File: src/sv/mstd_pkg.sv
// Shared types and constants for the multi-slot deadline timer.
package mstd_pkg;

  localparam int SLOTS_DEF = 16;
  localparam int TIME_BITS_DEF = 32;

  localparam int SLOT_FIELD_W = 4;
  localparam int TIME_FIELD_W = 32;
  localparam int REM_W = 31;
  localparam int IN_TDATA_W = 40;
  localparam int OUT_TDATA_W = 40;

  localparam logic [31:0] UPD_INTERVAL_RST = 32'd1000;

  typedef enum logic [1:0] {
    OP_ARM   = 2'd0,
    OP_CLEAR = 2'd1,
    OP_TICK  = 2'd2,
    OP_NONE  = 2'd3
  } opcode_e;

  typedef enum logic {
    KIND_TIMEOUT = 1'b0,
    KIND_UPDATE  = 1'b1
  } kind_e;

  typedef enum logic [1:0] {
    ST_IDLE,
    ST_SCAN,
    ST_FLUSH
  } scan_state_e;

  typedef struct packed {
    logic rd_en;
    logic dl_we;
    logic lu_we;
  } mem_ctl_t;

endpackage

File: src/sv/mstd_mem.sv
// Deadline and update-stamp memories with a registered read port.
module mstd_mem
  import mstd_pkg::*;
#(
  parameter int SLOTS = SLOTS_DEF,
  parameter int TIME_BITS = TIME_BITS_DEF,
  localparam int SlotW = (SLOTS > 1) ? $clog2(SLOTS) : 1
) (
  input  logic                 clk_i,
  input  mem_ctl_t             ctl_i,
  input  logic [SlotW-1:0]     rd_addr_i,
  input  logic [SlotW-1:0]     wr_addr_i,
  input  logic [TIME_BITS-1:0] wr_data_i,
  output logic [TIME_BITS-1:0] dl_rd_o,
  output logic [TIME_BITS-1:0] lu_rd_o
);

  logic [TIME_BITS-1:0] dl_mem [SLOTS];
  logic [TIME_BITS-1:0] lu_mem [SLOTS];

  always_ff @(posedge clk_i) begin
    if (ctl_i.dl_we) begin
      dl_mem[wr_addr_i] <= wr_data_i;
    end
    if (ctl_i.lu_we) begin
      lu_mem[wr_addr_i] <= wr_data_i;
    end
    if (ctl_i.rd_en) begin
      dl_rd_o <= dl_mem[rd_addr_i];
      lu_rd_o <= lu_mem[rd_addr_i];
    end
  end

endmodule

File: src/sv/mstd_ctrl.sv
// Command decode, slot scan sequencer, event evaluation and output stage.
module mstd_ctrl
  import mstd_pkg::*;
#(
  parameter int SLOTS = SLOTS_DEF,
  parameter int TIME_BITS = TIME_BITS_DEF,
  localparam int SlotW = (SLOTS > 1) ? $clog2(SLOTS) : 1,
  localparam int CmpW = (TIME_BITS > 32) ? TIME_BITS : 32
) (
  input  logic                    clk_i,
  input  logic                    rst_ni,
  input  logic                    in_valid_i,
  output logic                    in_ready_o,
  input  logic [1:0]              in_op_i,
  input  logic [SLOT_FIELD_W-1:0] in_slot_i,
  input  logic [TIME_FIELD_W-1:0] in_time_i,
  input  logic [31:0]             interval_i,
  output logic                    out_valid_o,
  input  logic                    out_ready_i,
  output logic [SLOT_FIELD_W-1:0] out_slot_o,
  output logic                    out_kind_o,
  output logic [REM_W-1:0]        out_rem_o,
  output logic                    out_last_o,
  output mem_ctl_t                mem_ctl_o,
  output logic [SlotW-1:0]        mem_rd_addr_o,
  output logic [SlotW-1:0]        mem_wr_addr_o,
  output logic [TIME_BITS-1:0]    mem_wr_data_o,
  input  logic [TIME_BITS-1:0]    dl_rd_i,
  input  logic [TIME_BITS-1:0]    lu_rd_i
);

  scan_state_e state_q, state_d;

  logic [SLOTS-1:0]        armed_q;
  logic [SLOTS-1:0]        stamped_q;
  logic [SlotW-1:0]        idx_q;
  logic [TIME_BITS-1:0]    now_q;

  logic                    pend_v_q;
  logic [SLOT_FIELD_W-1:0] pend_slot_q;
  logic                    pend_kind_q;
  logic [REM_W-1:0]        pend_rem_q;

  logic                    out_v_q;
  logic [SLOT_FIELD_W-1:0] out_slot_q;
  logic                    out_kind_q;
  logic [REM_W-1:0]        out_rem_q;
  logic                    out_last_q;

  logic                    accept;
  logic                    is_tick;
  logic [SlotW-1:0]        in_idx;
  logic [TIME_BITS-1:0]    in_t;
  logic                    in_ok;

  logic                    cur_armed;
  logic                    cur_stamped;
  logic [TIME_BITS-1:0]    rem;
  logic [TIME_BITS-1:0]    elapsed;
  logic [CmpW-1:0]         rem_x;
  logic                    expire;
  logic                    upd;
  logic                    ev;
  logic [REM_W-1:0]        ev_rem;
  logic                    push_room;
  logic                    stall;
  logic                    step;
  logic                    last_idx;
  logic                    flush_go;
  logic                    load_out;

  assign in_idx = SlotW'(in_slot_i);
  assign in_t   = TIME_BITS'(in_time_i);
  assign in_ok  = 32'(in_slot_i) < SLOTS;
  assign accept = in_valid_i && in_ready_o;
  assign is_tick = (in_op_i == OP_TICK);

  // Evaluation of the slot whose memory word arrived this cycle.
  assign cur_armed   = armed_q[idx_q];
  assign cur_stamped = stamped_q[idx_q];
  assign rem         = dl_rd_i - now_q;
  assign elapsed     = now_q - lu_rd_i;
  assign rem_x       = CmpW'(rem);
  assign expire      = (rem == '0) || rem[TIME_BITS-1];
  assign upd         = !expire && (!cur_stamped ||
                       (!elapsed[TIME_BITS-1] && (CmpW'(elapsed) >= CmpW'(interval_i))));
  assign ev          = (state_q == ST_SCAN) && cur_armed && (expire || upd);
  assign ev_rem      = expire ? '0 : ((|rem_x[CmpW-1:REM_W]) ? '1 : rem_x[REM_W-1:0]);

  assign push_room = !out_v_q || out_ready_i;
  assign stall     = ev && pend_v_q && !push_room;
  assign step      = (state_q == ST_SCAN) && !stall;
  assign last_idx  = (idx_q == SlotW'(SLOTS - 1));
  assign flush_go  = (state_q == ST_FLUSH) && (!pend_v_q || push_room);
  assign load_out  = (step && ev && pend_v_q) || (flush_go && pend_v_q);

  always_comb begin
    state_d = state_q;
    case (state_q)
      ST_IDLE: begin
        if (accept && is_tick) begin
          state_d = ST_SCAN;
        end
      end
      ST_SCAN: begin
        if (step && last_idx) begin
          state_d = ST_FLUSH;
        end
      end
      ST_FLUSH: begin
        if (flush_go) begin
          state_d = ST_IDLE;
        end
      end
      default: state_d = ST_IDLE;
    endcase
  end

  always_comb begin
    in_ready_o      = (state_q == ST_IDLE);
    mem_ctl_o.rd_en = (accept && is_tick) || (step && !last_idx);
    mem_ctl_o.dl_we = accept && (in_op_i == OP_ARM) && in_ok;
    mem_ctl_o.lu_we = step && cur_armed && upd;
    mem_rd_addr_o   = (state_q == ST_IDLE) ? '0 : idx_q + 1'b1;
    mem_wr_addr_o   = (state_q == ST_IDLE) ? in_idx : idx_q;
    mem_wr_data_o   = (state_q == ST_IDLE) ? in_t : now_q;
  end

  always_ff @(posedge clk_i or negedge rst_ni) begin
    if (!rst_ni) begin
      state_q   <= ST_IDLE;
      armed_q   <= '0;
      stamped_q <= '0;
      pend_v_q  <= 1'b0;
      out_v_q   <= 1'b0;
    end else begin
      state_q <= state_d;
      if (accept && in_ok && (in_op_i == OP_ARM)) begin
        armed_q[in_idx] <= 1'b1;
      end
      if (accept && in_ok && (in_op_i == OP_CLEAR)) begin
        armed_q[in_idx]   <= 1'b0;
        stamped_q[in_idx] <= 1'b0;
      end
      if (step && cur_armed) begin
        if (expire) begin
          armed_q[idx_q]   <= 1'b0;
          stamped_q[idx_q] <= 1'b0;
        end else if (upd) begin
          stamped_q[idx_q] <= 1'b1;
        end
      end
      if (step && ev) begin
        pend_v_q <= 1'b1;
      end else if (flush_go) begin
        pend_v_q <= 1'b0;
      end
      if (load_out) begin
        out_v_q <= 1'b1;
      end else if (out_ready_i) begin
        out_v_q <= 1'b0;
      end
    end
  end

  always_ff @(posedge clk_i) begin
    if (accept && is_tick) begin
      now_q <= in_t;
      idx_q <= '0;
    end else if (step && !last_idx) begin
      idx_q <= idx_q + 1'b1;
    end
    if (step && ev) begin
      pend_slot_q <= SLOT_FIELD_W'(idx_q);
      pend_kind_q <= expire ? KIND_TIMEOUT : KIND_UPDATE;
      pend_rem_q  <= ev_rem;
    end
    if (load_out) begin
      out_slot_q <= pend_slot_q;
      out_kind_q <= pend_kind_q;
      out_rem_q  <= pend_rem_q;
      out_last_q <= (state_q == ST_FLUSH);
    end
  end

  assign out_valid_o = out_v_q;
  assign out_slot_o  = out_slot_q;
  assign out_kind_o  = out_kind_q;
  assign out_rem_o   = out_rem_q;
  assign out_last_o  = out_last_q;

endmodule

File: src/sv/multi_slot_deadline_timer_core.sv
// Top level of the multi-slot deadline timer: ports, interval register and assertions.
//
// Channel   Direction  Beat carries
// s_axis    in         tuser opcode; tdata slot, time value
// m_axis    out        tuser event kind; tdata slot, remaining ms; tlast last event of tick
// cfg       in         update interval
//
// An arm or clear beat is handled in its accept cycle. A tick is accepted, then the scan
// walks the deadline memory slot by slot through its one read port, and a final flush state
// releases the held last event; m_axis stalls can hold both the scan and the flush.
// Reset clears the armed and stamped flags; the memories need no clearing pass.
// A new s_axis beat is taken only once the previous tick has handed off its last event.
module multi_slot_deadline_timer_core
  import mstd_pkg::*;
#(
  parameter int SLOTS = SLOTS_DEF,
  parameter int TIME_BITS = TIME_BITS_DEF
) (
  input  logic                   clk_i,
  input  logic                   rst_ni,
  input  logic                   s_axis_tvalid,
  output logic                   s_axis_tready,
  input  logic [IN_TDATA_W-1:0]  s_axis_tdata,  // slot [3:0], time_value [35:4]
  input  logic [1:0]             s_axis_tuser,  // opcode [1:0]
  output logic                   m_axis_tvalid,
  input  logic                   m_axis_tready,
  output logic [OUT_TDATA_W-1:0] m_axis_tdata,  // event_slot [3:0], remaining_ms [34:4]
  output logic                   m_axis_tuser,  // event_kind [0]
  output logic                   m_axis_tlast,
  input  logic                   cfg_valid_i,
  output logic                   cfg_ready_o,
  input  logic [31:0]            cfg_data_i
);

  localparam int SlotW = (SLOTS > 1) ? $clog2(SLOTS) : 1;

  logic [31:0]             interval_q;
  mem_ctl_t                mem_ctl;
  logic [SlotW-1:0]        mem_rd_addr;
  logic [SlotW-1:0]        mem_wr_addr;
  logic [TIME_BITS-1:0]    mem_wr_data;
  logic [TIME_BITS-1:0]    dl_rd;
  logic [TIME_BITS-1:0]    lu_rd;
  logic [SLOT_FIELD_W-1:0] out_slot;
  logic [REM_W-1:0]        out_rem;

  assign cfg_ready_o = 1'b1;

  always_ff @(posedge clk_i or negedge rst_ni) begin
    if (!rst_ni) begin
      interval_q <= UPD_INTERVAL_RST;
    end else if (cfg_valid_i && cfg_ready_o) begin
      interval_q <= cfg_data_i;
    end
  end

  mstd_ctrl #(
    .SLOTS     (SLOTS),
    .TIME_BITS (TIME_BITS)
  ) u_ctrl (
    .clk_i         (clk_i),
    .rst_ni        (rst_ni),
    .in_valid_i    (s_axis_tvalid),
    .in_ready_o    (s_axis_tready),
    .in_op_i       (s_axis_tuser),
    .in_slot_i     (s_axis_tdata[SLOT_FIELD_W-1:0]),
    .in_time_i     (s_axis_tdata[SLOT_FIELD_W+TIME_FIELD_W-1:SLOT_FIELD_W]),
    .interval_i    (interval_q),
    .out_valid_o   (m_axis_tvalid),
    .out_ready_i   (m_axis_tready),
    .out_slot_o    (out_slot),
    .out_kind_o    (m_axis_tuser),
    .out_rem_o     (out_rem),
    .out_last_o    (m_axis_tlast),
    .mem_ctl_o     (mem_ctl),
    .mem_rd_addr_o (mem_rd_addr),
    .mem_wr_addr_o (mem_wr_addr),
    .mem_wr_data_o (mem_wr_data),
    .dl_rd_i       (dl_rd),
    .lu_rd_i       (lu_rd)
  );

  mstd_mem #(
    .SLOTS     (SLOTS),
    .TIME_BITS (TIME_BITS)
  ) u_mem (
    .clk_i     (clk_i),
    .ctl_i     (mem_ctl),
    .rd_addr_i (mem_rd_addr),
    .wr_addr_i (mem_wr_addr),
    .wr_data_i (mem_wr_data),
    .dl_rd_o   (dl_rd),
    .lu_rd_o   (lu_rd)
  );

  assign m_axis_tdata = {
    {(OUT_TDATA_W - SLOT_FIELD_W - REM_W){1'b0}}, out_rem, out_slot
  };

  a_tick_blocks_input : assert property (@(posedge clk_i) disable iff (!rst_ni)
    (s_axis_tvalid && s_axis_tready && (s_axis_tuser == OP_TICK)) |=> !s_axis_tready)
    else $error("input still ready after a tick beat");

  a_cmd_keeps_ready : assert property (@(posedge clk_i) disable iff (!rst_ni)
    (s_axis_tvalid && s_axis_tready && (s_axis_tuser != OP_TICK)) |=> s_axis_tready)
    else $error("arm or clear beat blocked the input");

  a_timeout_zero_rem : assert property (@(posedge clk_i) disable iff (!rst_ni)
    (m_axis_tvalid && (m_axis_tuser == KIND_TIMEOUT)) |-> (out_rem == '0))
    else $error("timeout beat carries a nonzero remaining time");

endmodule
File: config.mk
export PLATFORM = sky130hd
export DESIGN_NAME = multi_slot_deadline_timer_core
export DESIGN_NICKNAME = d
export VERILOG_FILES = /design/src/sv/mstd_pkg.sv /design/src/sv/mstd_mem.sv /design/src/sv/mstd_ctrl.sv /design/src/sv/multi_slot_deadline_timer_core.sv
export SDC_FILE = /design/constraint.sdc
export NUM_CORES = 2
export LEC_CHECK = 0
export BUFFER_PORTS_ARGS = -buffer_cell sky130_fd_sc_hd__buf_2
export CORE_MARGIN = 2
export CORE_UTILIZATION = 30
export CTS_BUF_LIST = sky130_fd_sc_hd__clkbuf_8
export DETAILED_ROUTE_END_ITERATION = 10
export GPL_TIMING_DRIVEN = 0
export PLACE_DENSITY_LB_ADDON = 0.3
export SLEW_MARGIN = 20
export SYNTH_ARGS = -nofsm -noshare
export SYNTH_HDL_FRONTEND = slang
export SYNTH_SLANG_ARGS = --single-unit
File: constraint.sdc
create_clock -name clk_i -period 13.61 [get_ports clk_i]
set_clock_uncertainty 0.15 [all_clocks]
set_input_delay 0 -clock clk_i [delete_from_list [all_inputs] [get_ports clk_i]]
set_output_delay 0 -clock clk_i [all_outputs]
set_load 0.05 [all_outputs]
==> flow_results.xml <==
<?xml version="1.0" encoding="UTF-8"?>
<metrics>
  <group name="routing">
    <metric name="finalWirelength" unit="µm">171000</metric>
    <metric name="drc" unit="">0</metric>
    <metric name="detailedRoute.firstPassIterationCount" unit="">6</metric>
    <metric name="dr.first_iter.drc_count" unit="">3794</metric>
    <metric name="avgViaCountPerCell" unit="">5.08</metric>
    <metric name="drt-wirelength-per-cell" unit="µm">23.5</metric>
    <metric name="drtAntennaViolNets" unit="">0</metric>
    <metric name="dr_total_vias" unit="">36800</metric>
  </group>
  <group name="power">
    <metric name="power-per-cell-area" unit="nW/µm²">235</metric>
    <metric name="final_total_power" unit="mW">15.5</metric>
    <metric name="static_leak" unit="nW">22.3</metric>
    <metric name="ir_drop" unit="mV">0.107</metric>
  </group>
  <group name="clock_tree">
    <metric name="number_of_buffers_created_by_cts" unit="">207</metric>
    <metric name="ctsHtreeMaxLevel" unit="">4</metric>
    <metric name="postCtsSetupBuffers" unit="">0</metric>
    <metric name="insertion_delay" unit="ns">0.90</metric>
    <metric name="clk_root_buffer_cell" unit="">sky130_fd_sc_hd__clkbuf_8</metric>
    <metric name="cts_repair_resize_count" unit="">0</metric>
    <metric name="clk_transition_reported_paths" unit="ns">0.06</metric>
    <metric name="clock_tree_from_tritoncts" unit="">yes</metric>
    <metric name="clk_path_buf_depth" unit="">3</metric>
    <metric name="clkSinkCount" unit="">1265</metric>
  </group>
  <group name="synth">
    <metric name="post_synth_inst_count" unit="">4102</metric>
    <metric name="mappedNetlistArea" unit="µm²">54000</metric>
    <metric name="post_synth.cell_area_avg" unit="µm²">13.2</metric>
    <metric name="ys_async_sr_fraction" unit="%">5.38</metric>
    <metric name="synth_edf_count" unit="">1193</metric>
    <metric name="share_of_the_synthesized_area_in_the_top_cell_type" unit="%">66.3</metric>
    <metric name="synth-seq-area-share" unit="%">69.6</metric>
    <metric name="ys_dominant_reg_cell" unit="">sky130_fd_sc_hd__edfxtp_1</metric>
    <metric name="post-synth-top-area-cell" unit="">sky130_fd_sc_hd__edfxtp_1</metric>
    <metric name="synth_cell_types" unit="">80</metric>
    <metric name="ys_warn_count" unit="">0</metric>
    <metric name="postSynthRegisterBits" unit="">1265</metric>
    <metric name="synthTopCellsByArea" unit="">sky130_fd_sc_hd__edfxtp_1 66%, sky130_fd_sc_hd__a211oi_1 4.6%, sky130_fd_sc_hd__nand2_1 4.5%</metric>
  </group>
  <group name="timing">
    <metric name="setup-violations-final" unit="">0</metric>
    <metric name="worst_hold_slack" unit="ns">0.0960</metric>
    <metric name="timing.final.crit_period" unit="ns">8.73</metric>
    <metric name="period_share" unit="%">64.1</metric>
    <metric name="worst-slew-pin-transition" unit="ns">1.23</metric>
    <metric name="unrepaired_setup_endpoints_after_global_routing" unit="">no</metric>
    <metric name="worst_slew_margin_rel" unit="%">18.0</metric>
    <metric name="slew_violations" unit="">0</metric>
    <metric name="maxClockFrequency" unit="MHz">115</metric>
    <metric name="setup_ws" unit="ns">4.88</metric>
    <metric name="report.final.hold_viol_count" unit="">0</metric>
  </group>
  <group name="global_route">
    <metric name="initial_antenna_violation_count" unit="">8</metric>
    <metric name="grtUsageTotal" unit="%">18.1</metric>
    <metric name="first_global_vias" unit="">35800</metric>
    <metric name="grt_pass1_wl" unit="µm">245000</metric>
    <metric name="grt_max_degree" unit="">45</metric>
    <metric name="total_global_routing_overflow" unit="">0</metric>
  </group>
  <group name="floorplan">
    <metric name="floorplan.die.width" unit="µm">428</metric>
    <metric name="chipHeight" unit="µm">428</metric>
    <metric name="die_area" unit="µm²">183000</metric>
    <metric name="rows" unit="">155</metric>
    <metric name="num_io_pins" unit="">124</metric>
    <metric name="fp.coreArea" unit="µm²">179000</metric>
    <metric name="initial_utilization" unit="%">30.2</metric>
  </group>
  <group name="cells_and_area">
    <metric name="finish.net_count" unit="">4905</metric>
    <metric name="fill_cells" unit="">17000</metric>
    <metric name="flow.area_growth_from_synthesis" unit="%">22.3</metric>
    <metric name="mostFrequentLayoutCells" unit="">1193 x sky130_fd_sc_hd__edfxtp_1, 646 x sky130_fd_sc_hd__nand2_1, 330 x sky130_fd_sc_hd__a211oi_1</metric>
    <metric name="final_core_util" unit="%">37.0</metric>
    <metric name="layout.cells.most_common" unit="">sky130_fd_sc_hd__edfxtp_1</metric>
    <metric name="ratio_of_cells_with_drive_above_1_in_the_final_layout" unit="%">12.0</metric>
    <metric name="design_area" unit="µm²">66000</metric>
  </group>
  <group name="place">
    <metric name="hpwl" unit="µm">124000</metric>
    <metric name="worst_setup_slack_before_clock_tree_synthesis" unit="ns">5.01</metric>
    <metric name="last_weighted_congestion_value_of_the_routability_driven_placer" unit="">0.904</metric>
    <metric name="io_buffers" unit="">107</metric>
    <metric name="place_area" unit="µm²">60200</metric>
  </group>
  <group name="worst_setup_path">
    <metric name="element_type_at_the_critical_path_end" unit="">register</metric>
    <metric name="timing_worst_setup_path_type" unit="">register to register</metric>
    <metric name="peak_fanout_along_the_critical_path" unit="">18</metric>
    <metric name="worst_ep_arrival_time" unit="ns">9.16</metric>
    <metric name="critical_path_required" unit="ns">14.04</metric>
    <metric name="cp-start-kind" unit="">register</metric>
  </group>
  <group name="run">
    <metric name="cap_violations" unit="">0</metric>
  </group>
  <group name="outcome">
    <metric name="result_of_the_run" unit="">finished, final reports clean</metric>
  </group>
  <group name="min_path">
    <metric name="min-delay-path-class" unit="">input pin to register</metric>
  </group>
</metrics>
==> final timing paths <==
kind,from,slack (ns),cells past startpoint,endpoint
worst max-delay path,u_ctrl.now_q[0],4.88,27,u_mem.lu_mem[3][2]
worst min-delay path,cfg_valid_i,0.1,3,interval_q[0]
worst max register to register,u_ctrl.now_q[0],4.88,27,u_mem.lu_mem[3][2]
worst min register to register,u_ctrl.pend_rem_q[18],0.26,0,u_ctrl.out_rem_o[18]
max in group asynchronous,rst_ni,12.23,6,interval_q[8]
min in group asynchronous,rst_ni,0.49,5,u_ctrl.armed_q[12]
==> routing by layer <==
metal / share of wire, % / vias up / track usage (%)
li1: - / 16900 / -
met1: 44 / 18200 / 25.5
met2: 45 / 1464 / 28.5
met3: 7.2 / 283 / 2.66
met4: 3.0 / 0 / 5.80
met5: 0 / - / 0
==> worst max-delay path: stages, from the launching register on <==
cell and delay, ns:
sky130_fd_sc_hd__edfxtp_1 0.41, sky130_fd_sc_hd__inv_1 0.18, sky130_fd_sc_hd__ha_1 0.20, sky130_fd_sc_hd__inv_1 0.06, sky130_fd_sc_hd__fa_1 0.40, sky130_fd_sc_hd__a21o_1 0.17
sky130_fd_sc_hd__a21oi_1 0.21, sky130_fd_sc_hd__o21bai_1 0.10, sky130_fd_sc_hd__a21o_1 0.22, sky130_fd_sc_hd__a221o_1 0.36, sky130_fd_sc_hd__a2111oi_0 0.87, sky130_fd_sc_hd__o221ai_1 0.37
sky130_fd_sc_hd__nand2_1 0.13, sky130_fd_sc_hd__o21ai_0 0.13, sky130_fd_sc_hd__o21a_1 0.19, sky130_fd_sc_hd__nor2_1 0.10, sky130_fd_sc_hd__xnor2_1 0.10, sky130_fd_sc_hd__ha_1 0.30
sky130_fd_sc_hd__nand4_1 0.12, sky130_fd_sc_hd__or4_1 0.60, sky130_fd_sc_hd__nor4_1 0.30, sky130_fd_sc_hd__nand2_1 0.16, sky130_fd_sc_hd__a21oi_1 0.48, sky130_fd_sc_hd__nor2_1 0.16
sky130_fd_sc_hd__nor3_1 0.57, sky130_fd_sc_hd__nand2_1 0.43, sky130_fd_sc_hd__nor2_4 0.68, sky130_fd_sc_hd__buf_16 0.24
==> power by group <==
| group | internal (mW) | total [mW] | switching [mW] |
|---|---|---|---|
| registers | 5.12 | 5.24 | 0.114 |
| clock network | 1.52 | 3.05 | 1.53 |
| logic | 2.04 | 7.22 | 5.18 |
| total | 8.69 | 15.5 | 6.81 |
==> layout make-up <==
class / count / area (µm²) / share of cell area (%)
repair buffers: 411 / 4690 / 7.10
clock inverters: 156 / 758 / 1.15
well taps: 2355 / 2950 / 4.46
plain buffers: 275 / 1090 / 1.65
multi-input cells: 2445 / 15500 / 23.5
flip-flops and latches: 1265 / 37600 / 56.9
inverters: 121 / 457 / 0.691
clock buffers: 216 / 2970 / 4.50
diodes: 4 / 10.0 / 0.0152
==> synthesized netlist by cell type (all sizes together), types with 31 or more instances <==
| cell type | n |
|---|---|
| a211oi | 330 |
| a21o | 42 |
| a21oi | 210 |
| a311oi | 130 |
| a31oi | 153 |
| buf | 39 |
| clkbuf | 236 |
| dfrtp | 62 |
| edfxtp | 1193 |
| ha | 98 |
| inv | 120 |
| nand2 | 647 |
| nand3 | 39 |
| nor2 | 115 |
| nor2b | 271 |
| nor3 | 31 |
| o21ai | 128 |
| xnor2 | 41 |
==> registers in the layout, summed over array words and instances, names as in the netlist <==
signal and cells:
u_ctrl.pend_slot_q 4, u_mem.lu_rd_o 32, u_ctrl.pend_v_q 1, u_ctrl.pend_kind_q 1
u_ctrl.out_valid_o 1, u_ctrl.stamped_q 16, u_mem.dl_mem 512, interval_q 32
u_ctrl.out_last_o 1, u_ctrl.pend_rem_q 31, u_ctrl.state_q 2, u_mem.lu_mem 512
u_ctrl.out_kind_o 1, u_ctrl.idx_q 4, u_ctrl.armed_q 16, u_ctrl.now_q 32
u_ctrl.out_rem_o 31, u_mem.dl_rd_o 32, u_ctrl.out_slot_o 4
==> logic make-up (layout without fill, tap and decap cells) <==
group | Yosys count | in the layout | synth area share [%]
simple gates | 1178 | 1178 | 10.0
xor+xnor | 52 | 52 | 0.843
compound gates | 1084 | 1084 | 13.6
mux | 25 | 25 | 0.679
flops | 1265 | 1265 | 69.6
other cells | 2 | 10 | 0.0139
buf+inv | 396 | 1179 | 2.83
fa+ha+maj | 100 | 100 | 2.34
==> per-stage QoR <==
stage	instances	TNS, ns
after global routing	7245	0
after global placement	6568	-34.01
final	7248	0
after CTS	7244	0
after floorplan	4106	0
after detailed placement	6659	0
==> timing repair <==
| action | CTS | global route |
|---|---|---|
| setup endpoints to repair | 0 | 0 |
| hold buffers | 213 | 0 |
| endpoints found under the hold margin | 1369 | 0 |
(Power assumes the default switching activity.)
